<file path="src/hw/rtl/ppid_pkg.sv">
// Shared types, widths and constants of the pitch PID balance controller.
package ppid_pkg;

  localparam int SampleW = 16;
  localparam int GainW   = 20;
  localparam int SetpW   = 17;
  localparam int LimW    = 16;
  localparam int DegW    = 17;
  localparam int DiffW   = 18;
  localparam int ErrW    = 21;
  localparam int RateW   = 22;
  localparam int IntW    = 18;
  localparam int CorrW   = 24;
  localparam int OpAW    = 23;
  localparam int OpBW    = 22;
  localparam int ProdW   = OpAW + OpBW;
  localparam int AccW    = 46;
  localparam int RndW    = AccW - 16;
  localparam int RegW    = 32;
  localparam int AddrW   = 5;
  localparam int IdxW    = 3;

  // 180/3.14159 in Q16.
  localparam logic signed [OpAW-1:0] DegK = 23'sd3754939;

  localparam logic [GainW-1:0] PropGainRst  = 20'd253;
  localparam logic [GainW-1:0] IntegGainRst = 20'd66;
  localparam logic [GainW-1:0] DerivGainRst = 20'd117965;
  localparam logic signed [SetpW-1:0] SetpointRst = -17'sd4352;
  localparam logic [LimW-1:0] LimitRst = 16'd914;

  typedef enum logic [IdxW-1:0] {
    RI_PROP_GAIN  = 3'd0,
    RI_INTEG_GAIN = 3'd1,
    RI_DERIV_GAIN = 3'd2,
    RI_SETPOINT   = 3'd3,
    RI_LIMIT      = 3'd4
  } reg_idx_e;

  typedef enum logic [3:0] {
    ST_IDLE,
    ST_DEG,
    ST_ERR,
    ST_INTEG,
    ST_MUL_P,
    ST_MUL_D,
    ST_MUL_I,
    ST_ACC,
    ST_OUT
  } state_e;

  typedef enum logic [1:0] {
    MS_DEG,
    MS_PROP,
    MS_DERIV,
    MS_INTEG
  } mul_sel_e;

  typedef struct packed {
    logic [GainW-1:0]        prop_gain;
    logic [GainW-1:0]        integ_gain;
    logic [GainW-1:0]        deriv_gain;
    logic signed [SetpW-1:0] pitch_setpoint;
    logic [LimW-1:0]         integral_limit;
  } cfg_t;

  typedef struct packed {
    logic     load_sample;
    logic     mul_en;
    mul_sel_e mul_sel;
    logic     err_en;
    logic     integ_en;
    logic     acc_init;
    logic     acc_add;
    logic     out_load;
  } cmd_t;

  typedef struct packed {
    logic out_stall;
  } sts_t;

endpackage

</file>
<file path="src/hw/rtl/ppid_datapath.sv">
// Datapath: shared multiplier, error, integral and accumulator registers, output stage.
module ppid_datapath (
  input  logic                                 clk_i,
  input  logic                                 rst_ni,
  input  ppid_pkg::cfg_t                       cfg_i,
  input  ppid_pkg::cmd_t                       cmd_i,
  output ppid_pkg::sts_t                       sts_o,
  input  logic signed [ppid_pkg::SampleW-1:0]  sample_i,
  input  logic                                 out_ready_i,
  output logic                                 out_valid_o,
  output logic signed [ppid_pkg::CorrW-1:0]    corr_o,
  output logic                                 cleared_o
);
  import ppid_pkg::*;

  localparam logic signed [RndW-1:0] CorrMaxW = RndW'(32'sd8388607);
  localparam logic signed [RndW-1:0] CorrMinW = RndW'(-32'sd8388608);

  logic signed [SampleW-1:0] sample_q;
  logic signed [ProdW-1:0]   prod_q;
  logic signed [ErrW-1:0]    err_q;
  logic signed [RateW-1:0]   rate_q;
  logic signed [ErrW-1:0]    last_q;
  logic signed [IntW-1:0]    integ_q;
  logic                      cleared_q;
  logic signed [AccW-1:0]    acc_q;
  logic                      out_valid_q;
  logic signed [CorrW-1:0]   corr_q;
  logic                      out_cleared_q;

  logic signed [OpAW-1:0]  op_a;
  logic signed [OpBW-1:0]  op_b;
  logic signed [ProdW-1:0] mul_res;
  logic signed [ProdW-1:0] deg_rnd;
  logic signed [DegW-1:0]  deg;
  logic signed [DiffW-1:0] diff;
  logic signed [ErrW-1:0]  err_d;
  logic signed [RateW-1:0] rate_d;
  logic signed [RateW-1:0] sum;
  logic signed [RateW-1:0] lim;
  logic                    out_of_band;
  logic signed [AccW-1:0]  acc_rnd;
  logic signed [RndW-1:0]  corr_wide;
  logic signed [CorrW-1:0] corr_sat;

  // Coefficient on side A (non-negative), variable on side B.
  always_comb begin
    unique case (cmd_i.mul_sel)
      MS_DEG: begin
        op_a = DegK;
        op_b = OpBW'(sample_q);
      end
      MS_PROP: begin
        op_a = signed'({3'b000, cfg_i.prop_gain});
        op_b = OpBW'(err_q);
      end
      MS_DERIV: begin
        op_a = signed'({3'b000, cfg_i.deriv_gain});
        op_b = rate_q;
      end
      MS_INTEG: begin
        op_a = signed'({3'b000, cfg_i.integ_gain});
        op_b = OpBW'(integ_q);
      end
      default: begin
        op_a = '0;
        op_b = '0;
      end
    endcase
  end

  assign mul_res = ProdW'(op_a) * ProdW'(op_b);

  // Degrees rounded half up, then the scaled error.
  assign deg_rnd = prod_q + ProdW'(48'sd1048576);
  assign deg     = signed'(deg_rnd[37:21]);
  assign diff    = DiffW'(deg) - DiffW'(cfg_i.pitch_setpoint);
  assign err_d   = (ErrW'(diff) <<< 2) + ErrW'(diff);

  assign rate_d      = RateW'(err_q) - RateW'(last_q);
  assign sum         = RateW'(err_q) + RateW'(integ_q);
  assign lim         = signed'({6'b000000, cfg_i.integral_limit});
  assign out_of_band = (sum > lim) || (sum < -lim);

  assign acc_rnd   = acc_q + AccW'(48'sd32768);
  assign corr_wide = acc_rnd[AccW-1:16];

  always_comb begin
    priority if (corr_wide > CorrMaxW) begin
      corr_sat = CorrMaxW[CorrW-1:0];
    end else if (corr_wide < CorrMinW) begin
      corr_sat = CorrMinW[CorrW-1:0];
    end else begin
      corr_sat = corr_wide[CorrW-1:0];
    end
  end

  always_ff @(posedge clk_i) begin
    if (cmd_i.load_sample) begin
      sample_q <= sample_i;
    end
    if (cmd_i.mul_en) begin
      prod_q <= mul_res;
    end
    if (cmd_i.err_en) begin
      err_q <= err_d;
    end
    if (cmd_i.integ_en) begin
      rate_q    <= rate_d;
      cleared_q <= out_of_band;
    end
    if (cmd_i.acc_init) begin
      acc_q <= AccW'(prod_q);
    end else if (cmd_i.acc_add) begin
      acc_q <= acc_q + AccW'(prod_q);
    end
    if (cmd_i.out_load) begin
      corr_q        <= corr_sat;
      out_cleared_q <= cleared_q;
    end
  end

  always_ff @(posedge clk_i or negedge rst_ni) begin
    if (!rst_ni) begin
      last_q      <= '0;
      integ_q     <= '0;
      out_valid_q <= 1'b0;
    end else begin
      if (cmd_i.integ_en) begin
        last_q  <= err_q;
        integ_q <= out_of_band ? '0 : sum[IntW-1:0];
      end
      if (cmd_i.out_load) begin
        out_valid_q <= 1'b1;
      end else if (out_ready_i) begin
        out_valid_q <= 1'b0;
      end
    end
  end

  assign sts_o.out_stall = out_valid_q & ~out_ready_i;
  assign out_valid_o     = out_valid_q;
  assign corr_o          = corr_q;
  assign cleared_o       = out_cleared_q;

endmodule

</file>
<file path="src/hw/rtl/ppid_ctrl.sv">
// Controller: sequences one sample through the shared multiplier and accumulator.
module ppid_ctrl (
  input  logic           clk_i,
  input  logic           rst_ni,
  input  logic           in_valid_i,
  output logic           in_ready_o,
  input  ppid_pkg::sts_t sts_i,
  output ppid_pkg::cmd_t cmd_o
);
  import ppid_pkg::*;

  state_e state_q, state_d;

  always_ff @(posedge clk_i or negedge rst_ni) begin
    if (!rst_ni) begin
      state_q <= ST_IDLE;
    end else begin
      state_q <= state_d;
    end
  end

  always_comb begin
    state_d = state_q;
    unique case (state_q)
      ST_IDLE:  if (in_valid_i) state_d = ST_DEG;
      ST_DEG:   state_d = ST_ERR;
      ST_ERR:   state_d = ST_INTEG;
      ST_INTEG: state_d = ST_MUL_P;
      ST_MUL_P: state_d = ST_MUL_D;
      ST_MUL_D: state_d = ST_MUL_I;
      ST_MUL_I: state_d = ST_ACC;
      ST_ACC:   state_d = ST_OUT;
      ST_OUT:   if (!sts_i.out_stall) state_d = ST_IDLE;
      default:  state_d = ST_IDLE;
    endcase
  end

  always_comb begin
    cmd_o      = '0;
    in_ready_o = 1'b0;
    unique case (state_q)
      ST_IDLE: begin
        in_ready_o        = 1'b1;
        cmd_o.load_sample = in_valid_i;
      end
      ST_DEG: begin
        cmd_o.mul_en  = 1'b1;
        cmd_o.mul_sel = MS_DEG;
      end
      ST_ERR:   cmd_o.err_en = 1'b1;
      ST_INTEG: cmd_o.integ_en = 1'b1;
      ST_MUL_P: begin
        cmd_o.mul_en  = 1'b1;
        cmd_o.mul_sel = MS_PROP;
      end
      ST_MUL_D: begin
        cmd_o.mul_en   = 1'b1;
        cmd_o.mul_sel  = MS_DERIV;
        cmd_o.acc_init = 1'b1;
      end
      ST_MUL_I: begin
        cmd_o.mul_en  = 1'b1;
        cmd_o.mul_sel = MS_INTEG;
        cmd_o.acc_add = 1'b1;
      end
      ST_ACC: cmd_o.acc_add = 1'b1;
      ST_OUT: cmd_o.out_load = ~sts_i.out_stall;
      default: cmd_o = '0;
    endcase
  end

endmodule

</file>
<file path="src/hw/rtl/pitch_pid_balance_controller.sv">
// Top level of the pitch PID balance controller: register file, controller and datapath.
//
//   Channel   Dir  Fields (low bit first)
//   s_axis    in   tdata: pitch_sample[15:0] (radians, signed Q2.13)
//   m_axis    out  tdata: drive_correction[23:0] (Q15.8); tuser: integral_cleared
//   APB       in   five registers at byte addresses 0, 4, 8, 12, 16
//
// From acceptance to a valid result a sample passes these steps in order: accept,
// the degree multiply, the error step, the integral step, the proportional,
// derivative and integral multiplies (four on the single shared 23x22 multiplier),
// the final add, and round, saturate and load of the output register.
// Reset is asynchronous and active low; it restores the register defaults and
// clears the previous error and the integral. A stalled output register holds
// its transaction and keeps the controller in its last step until it drains.
module pitch_pid_balance_controller (
  input  logic                          clk_i,
  input  logic                          rst_ni,
  // APB configuration port.
  input  logic                          psel,
  input  logic                          penable,
  input  logic                          pwrite,
  input  logic [ppid_pkg::AddrW-1:0]    paddr,
  input  logic [ppid_pkg::RegW-1:0]     pwdata,
  output logic [ppid_pkg::RegW-1:0]     prdata,
  output logic                          pready,
  // Sample stream. tdata: pitch_sample[15:0].
  input  logic                          s_axis_tvalid,
  output logic                          s_axis_tready,
  input  logic [15:0]                   s_axis_tdata,
  // Correction stream. tdata: drive_correction[23:0]; tuser: integral_cleared[0].
  output logic                          m_axis_tvalid,
  input  logic                          m_axis_tready,
  output logic [23:0]                   m_axis_tdata,
  output logic [0:0]                    m_axis_tuser
);
  import ppid_pkg::*;

  cfg_t                    cfg_q;
  cmd_t                    cmd;
  sts_t                    sts;
  logic                    cfg_we;
  reg_idx_e                widx;
  logic signed [CorrW-1:0] corr;
  logic                    cleared;

  // The register index comes from the word address; low address bits are ignored.
  assign widx   = reg_idx_e'(paddr[AddrW-1:2]);
  assign cfg_we = psel & penable & pwrite & pready;
  assign pready = 1'b1;

  always_ff @(posedge clk_i or negedge rst_ni) begin
    if (!rst_ni) begin
      cfg_q.prop_gain      <= PropGainRst;
      cfg_q.integ_gain     <= IntegGainRst;
      cfg_q.deriv_gain     <= DerivGainRst;
      cfg_q.pitch_setpoint <= SetpointRst;
      cfg_q.integral_limit <= LimitRst;
    end else if (cfg_we) begin
      unique case (widx)
        RI_PROP_GAIN:  cfg_q.prop_gain      <= pwdata[GainW-1:0];
        RI_INTEG_GAIN: cfg_q.integ_gain     <= pwdata[GainW-1:0];
        RI_DERIV_GAIN: cfg_q.deriv_gain     <= pwdata[GainW-1:0];
        RI_SETPOINT:   cfg_q.pitch_setpoint <= signed'(pwdata[SetpW-1:0]);
        RI_LIMIT:      cfg_q.integral_limit <= pwdata[LimW-1:0];
        default: ;
      endcase
    end
  end

  // Reads return the stored value, zero-extended; unmapped addresses read zero.
  always_comb begin
    unique case (widx)
      RI_PROP_GAIN:  prdata = RegW'(cfg_q.prop_gain);
      RI_INTEG_GAIN: prdata = RegW'(cfg_q.integ_gain);
      RI_DERIV_GAIN: prdata = RegW'(cfg_q.deriv_gain);
      RI_SETPOINT:   prdata = RegW'(unsigned'(cfg_q.pitch_setpoint));
      RI_LIMIT:      prdata = RegW'(cfg_q.integral_limit);
      default:       prdata = '0;
    endcase
  end

  ppid_ctrl u_ctrl (
    .clk_i      (clk_i),
    .rst_ni     (rst_ni),
    .in_valid_i (s_axis_tvalid),
    .in_ready_o (s_axis_tready),
    .sts_i      (sts),
    .cmd_o      (cmd)
  );

  ppid_datapath u_dp (
    .clk_i       (clk_i),
    .rst_ni      (rst_ni),
    .cfg_i       (cfg_q),
    .cmd_i       (cmd),
    .sts_o       (sts),
    .sample_i    (signed'(s_axis_tdata)),
    .out_ready_i (m_axis_tready),
    .out_valid_o (m_axis_tvalid),
    .corr_o      (corr),
    .cleared_o   (cleared)
  );

  assign m_axis_tdata = unsigned'(corr);
  assign m_axis_tuser = cleared;

  // Only one sample is in flight: the input side closes right after a transaction.
  assert property (@(posedge clk_i) disable iff (!rst_ni)
    (s_axis_tvalid && s_axis_tready) |=> !s_axis_tready)
    else $error("input accepted while a sample is in flight");

  // A new result never appears in the cycle after the input side was open.
  assert property (@(posedge clk_i) disable iff (!rst_ni)
    $rose(m_axis_tvalid) |-> $past(!s_axis_tready))
    else $error("result issued without a sample in flight");

  // The controller only loads the output register when it is free or draining.
  assert property (@(posedge clk_i) disable iff (!rst_ni)
    cmd.out_load |-> !(m_axis_tvalid && !m_axis_tready))
    else $error("output register overwritten while stalled");

endmodule

</file>
<file path="config.mk">
export PLATFORM = sky130hd
export DESIGN_NAME = pitch_pid_balance_controller
export DESIGN_NICKNAME = d
export VERILOG_FILES = /design/src/hw/rtl/ppid_pkg.sv /design/src/hw/rtl/ppid_datapath.sv /design/src/hw/rtl/ppid_ctrl.sv /design/src/hw/rtl/pitch_pid_balance_controller.sv
export SDC_FILE = /design/constraint.sdc
export NUM_CORES = 2
export LEC_CHECK = 0
export ABC_CLOCK_PERIOD_IN_PS = 27300
export BUFFER_PORTS_ARGS = -buffer_cell sky130_fd_sc_hd__buf_2
export CAP_MARGIN = 20
export CORE_ASPECT_RATIO = 1.75
export CORE_MARGIN = 8
export CORE_UTILIZATION = 62
export DETAILED_ROUTE_END_ITERATION = 10
export PLACE_DENSITY_LB_ADDON = 0.15
export SLEW_MARGIN = 20
export SYNTH_ARGS = -nofsm -noshare
export SYNTH_HDL_FRONTEND = slang
export SYNTH_HIERARCHICAL = 1
export SYNTH_SLANG_ARGS = --single-unit
</file>
<file path="constraint.sdc">
create_clock -name clk_i -period 27.3 [get_ports clk_i]
set_input_delay 2.73 -clock clk_i [delete_from_list [all_inputs] [get_ports clk_i]]
set_output_delay 2.73 -clock clk_i [all_outputs]
set_load 0.02 [all_outputs]
</file>
==> PnR_summary.wiki <==
{| class="wikitable"
! Metric !! Value
|-
| Top cell types by occurrence after synthesis || sky130_fd_sc_hd__inv_1 (628), sky130_fd_sc_hd__nand2_1 (478), sky130_fd_sc_hd__fa_1 (400)
|-
| Clock Tree Root || sky130_fd_sc_hd__clkbuf_16
|-
| Clock slew at reported path FFs || 0.07 ns
|-
| Part of the Yosys area used for sequential elements || 0.237
|-
| Final Max Tran Viols || 0
|-
| Number of optimization iterations in the first detailed-route pass || 6
|-
| Distinct cells, synth || 96
|-
| Startpoint kind of the worst setup timing path || register
|-
| Hold violation count in the final report || 0
|-
| Final total negative setup slack || 0 ns
|-
| HPWL reported at the end of detailed placement || 85.6 mm
|-
| Synth area leader || sky130_fd_sc_hd__fa_1
|-
| Routed WL || 106 mm
|-
| Unrepaired setup endpoints after global routing || false
|-
| Via count of the first global-routing pass || 30100
|-
| I/O pin count || 120
|-
| Reg-to-reg setup timing slack || 15.90 ns
|-
| Min-delay src || u_dp/cleared_q
|-
| Count of buffering cells on the critical path with inverters included || 5
|-
| # H-tree levels || 1
|-
| Drt drc || 0
|-
| Slew headroom || 0.185
|-
| Number of violations reported at the end of detailed-routing iteration 0 || 1709
|-
| Area growth from synthesis to layout || 6.08%
|-
| Most frequent cell after synthesis || sky130_fd_sc_hd__inv_1
|-
| Layout cell share with drive strength beyond 1 || 0.105
|-
| Total clock buffers created by CTS || 31
|-
| TritonCTS clock tree || yes
|-
| Overall routing resource usage || 0.309
|-
| Destination of the worst hold path || u_dp/cleared_o
|-
| Sinks on the clock net || 313
|-
| Instance count along the most critical hold path || 0
|-
| Synth Warn # || 6
|-
| Top Metal Used || met5
|-
| Drt via density || 5.95
|-
| Initial core utilization || 0.625
|-
| Placed Area || 0.0381 mm2
|-
| Pin count of the biggest net entering global routing || 91
|-
| Final setup skew || 0.0427 ns
|-
| DR WL/cell || 22.2 um
|-
| #FFs+latches synth || 313
|-
| Most frequent cell on the critical path || sky130_fd_sc_hd__fa_1
|-
| Worst skew pair latency || 0.63 ns
|-
| Path depth of the worst reg2reg path || 29
|-
| Met3 WL || 5.85 mm
|-
| Setup repair bufs after CTS || 0
|-
| Least-Margin Pin Slew || 1.22 ns
|-
| Minimum period implied by the final worst setup slack || 11.40 ns
|-
| Worst flop-to-flop path endpoint || u_dp/prod_q[42]
|-
| Standard cell core area || 0.0591 mm2
|-
| Number of standard-cell rows in the floorplan || 118
|-
| Kind of critical path || reg -> reg
|-
| Floorplan die area || 0.0679 mm2
|-
| Die Wd || 200 um
|-
| Outcome || complete, no violations
|-
| Worst hold margin || 0.431 ns
|-
| Routed metal-1 wire length || 36.2 mm
|-
| Post-cts repair resize count || 0
|-
| Cell with the largest stage delay on the worst path || sky130_fd_sc_hd__a22oi_1
|-
| Async set-or-reset flop fraction in the synthesized netlist || 0.438
|-
| Max Root-Sink Buffers || 3
|-
| Global-route wire length before repair || 164 mm
|-
| Area share of the largest cell type after synthesis || 0.217
|-
| Number of violations of the max-capacitance limit || 0
|-
| Global placement routability congestion || 1.05
|-
| Number of standard cells after synthesis || 3923
|-
| Final worst path period share || 0.417
|-
| Final setup fails || 0
|-
| Initial antenna violation count || 1
|-
| Critical path peak fanout || 40
|-
| Required arrival time at the worst endpoint || 27.66 ns
|-
| Number of hold-repair buffers added at the cts stage || 0
|-
| Fillcell total || 4993
|-
| Final nets || 4765
|-
| Class of the most critical hold timing path || reg -> reg
|-
| Worst reg2reg startpoint || u_ctrl/state_q[3]
|-
| Met2 wirelength from detailed routing || 53.1 mm
|-
| N_diodes || 0
|-
| Number of flops mapped to enable cells by yosys || 176
|-
| Area contributors post-synth || sky130_fd_sc_hd__fa_1 (22%), sky130_fd_sc_hd__edfxtp_1 (14%), sky130_fd_sc_hd__ha_1 (12%), sky130_fd_sc_hd__dfrtp_1 (7.1%), sky130_fd_sc_hd__inv_1 (6.4%)
|-
| Dominant synthesized flop cell || sky130_fd_sc_hd__edfxtp_1
|-
| Gr ovfl total || 0
|-
| Cell class contributing the biggest share of worst-path delay || adder cells
|-
| Stage delay of the slowest cell on the critical path || 0.85 ns
|-
| Element type at the critical path end || register
|-
| Via total after detailed routing || 28300
|-
| Die outline height || 339 um
|-
| Average cell area after synthesis || 9.41 um2
|-
| Input/output buffers || 92
|-
| Final Cell Area || 0.0392 mm2
|-
| Remaining antenna violation count || 0
|-
| Upper clock frequency limit || 0.0878 GHz
|-
| Crit path arrival time || 11.76 ns
|-
| Post-synth design cell area || 0.0369 mm2
|}
[layer usage]
metal,global-route usage,vias to the layer above
li1,-,13000
met1,0.317,13900
met2,0.551,1013
met3,0.0428,395
met4,0.258,2
met5,0,-
[layout by cell type, fill, tap and decap left out, drive strengths merged, types with 63 or more instances in the layout]
| cell type | count |
|---|---|
| nand3 | 63 |
| nand2 | 479 |
| a21o | 77 |
| nor2 | 278 |
| inv | 634 |
| buf | 136 |
| xnor2 | 118 |
| ha | 345 |
| edfxtp | 176 |
| o21ai | 195 |
| a21oi | 152 |
| dfrtp | 105 |
| mux2 | 128 |
| fa | 400 |
| xor2 | 64 |
[state kept, by name (all words and copies together), names as in the netlist, 18 cells and up]
register      flops
cfg_q            93
u_dp/integ_q     18
u_dp/last_q      21
u_dp/corr_o      24
u_dp/rate_q      22
u_dp/prod_q      45
u_dp/acc_q       46
u_dp/err_q       21
[kinds of logic after synthesis]
kind of cell	synth area share
AO/OA/AOI/OAI	0.122
XOR/XNOR	0.0432
adder cells (fa/ha/maj)	0.334
buffers and inverters	0.0822
flip-flops	0.237
multiplexers	0.0545
other	0.000203
AND/OR/NAND/NOR	0.127
[layout make-up]
cell class,instances,area [um2],area share
Clock buffer,42,921,0.0235
Clock inverter,16,110,0.00281
Inverter,629,2360,0.0603
Multi-Input combinational cell,2849,25300,0.645
Sequential cell,313,8750,0.223
Tap cell,780,976,0.0249
Timing Repair Buffer,136,797,0.0203
[worst reg2reg max path: cells and delay by family (launching register included)]
kind	cells	cell delay, ns
mux	1	0.47
simple gates	4	1.92
compound gates	10	3.25
fa+ha+maj	8	4.03
buf+inv	5	0.79
flops	1	0.50
xor+xnor	1	0.15
[metrics by stage]
step,cells,worst slack [ns],utilization
after global placement,4707,16.10,0.646
after detailed placement,4707,15.98,0.646
after global routing,4765,15.50,0.663
after floorplan,3934,18.28,-
after CTS,4765,15.97,0.663
final,4765,15.90,0.663
[worst max-delay path by stage]
stage | start | end | slack (ns) | cells past startpoint
detailed placement | u_ctrl/state_q[3] | u_dp/prod_q[42] | 15.98 | 29
global placement | u_ctrl/state_q[3] | u_dp/prod_q[42] | 16.10 | 29
global route | u_ctrl/state_q[3] | u_dp/prod_q[42] | 15.50 | 29
floorplan | u_ctrl/state_q[3] | u_dp/prod_q[42] | 18.28 | 33
finish | u_ctrl/state_q[3] | u_dp/prod_q[42] | 15.90 | 29
CTS | u_ctrl/state_q[3] | u_dp/prod_q[42] | 15.97 | 29
Power is left out: the tool's default activity adds up to more than one toggle a clock period on the data nets, which glitch-free logic cannot reach.
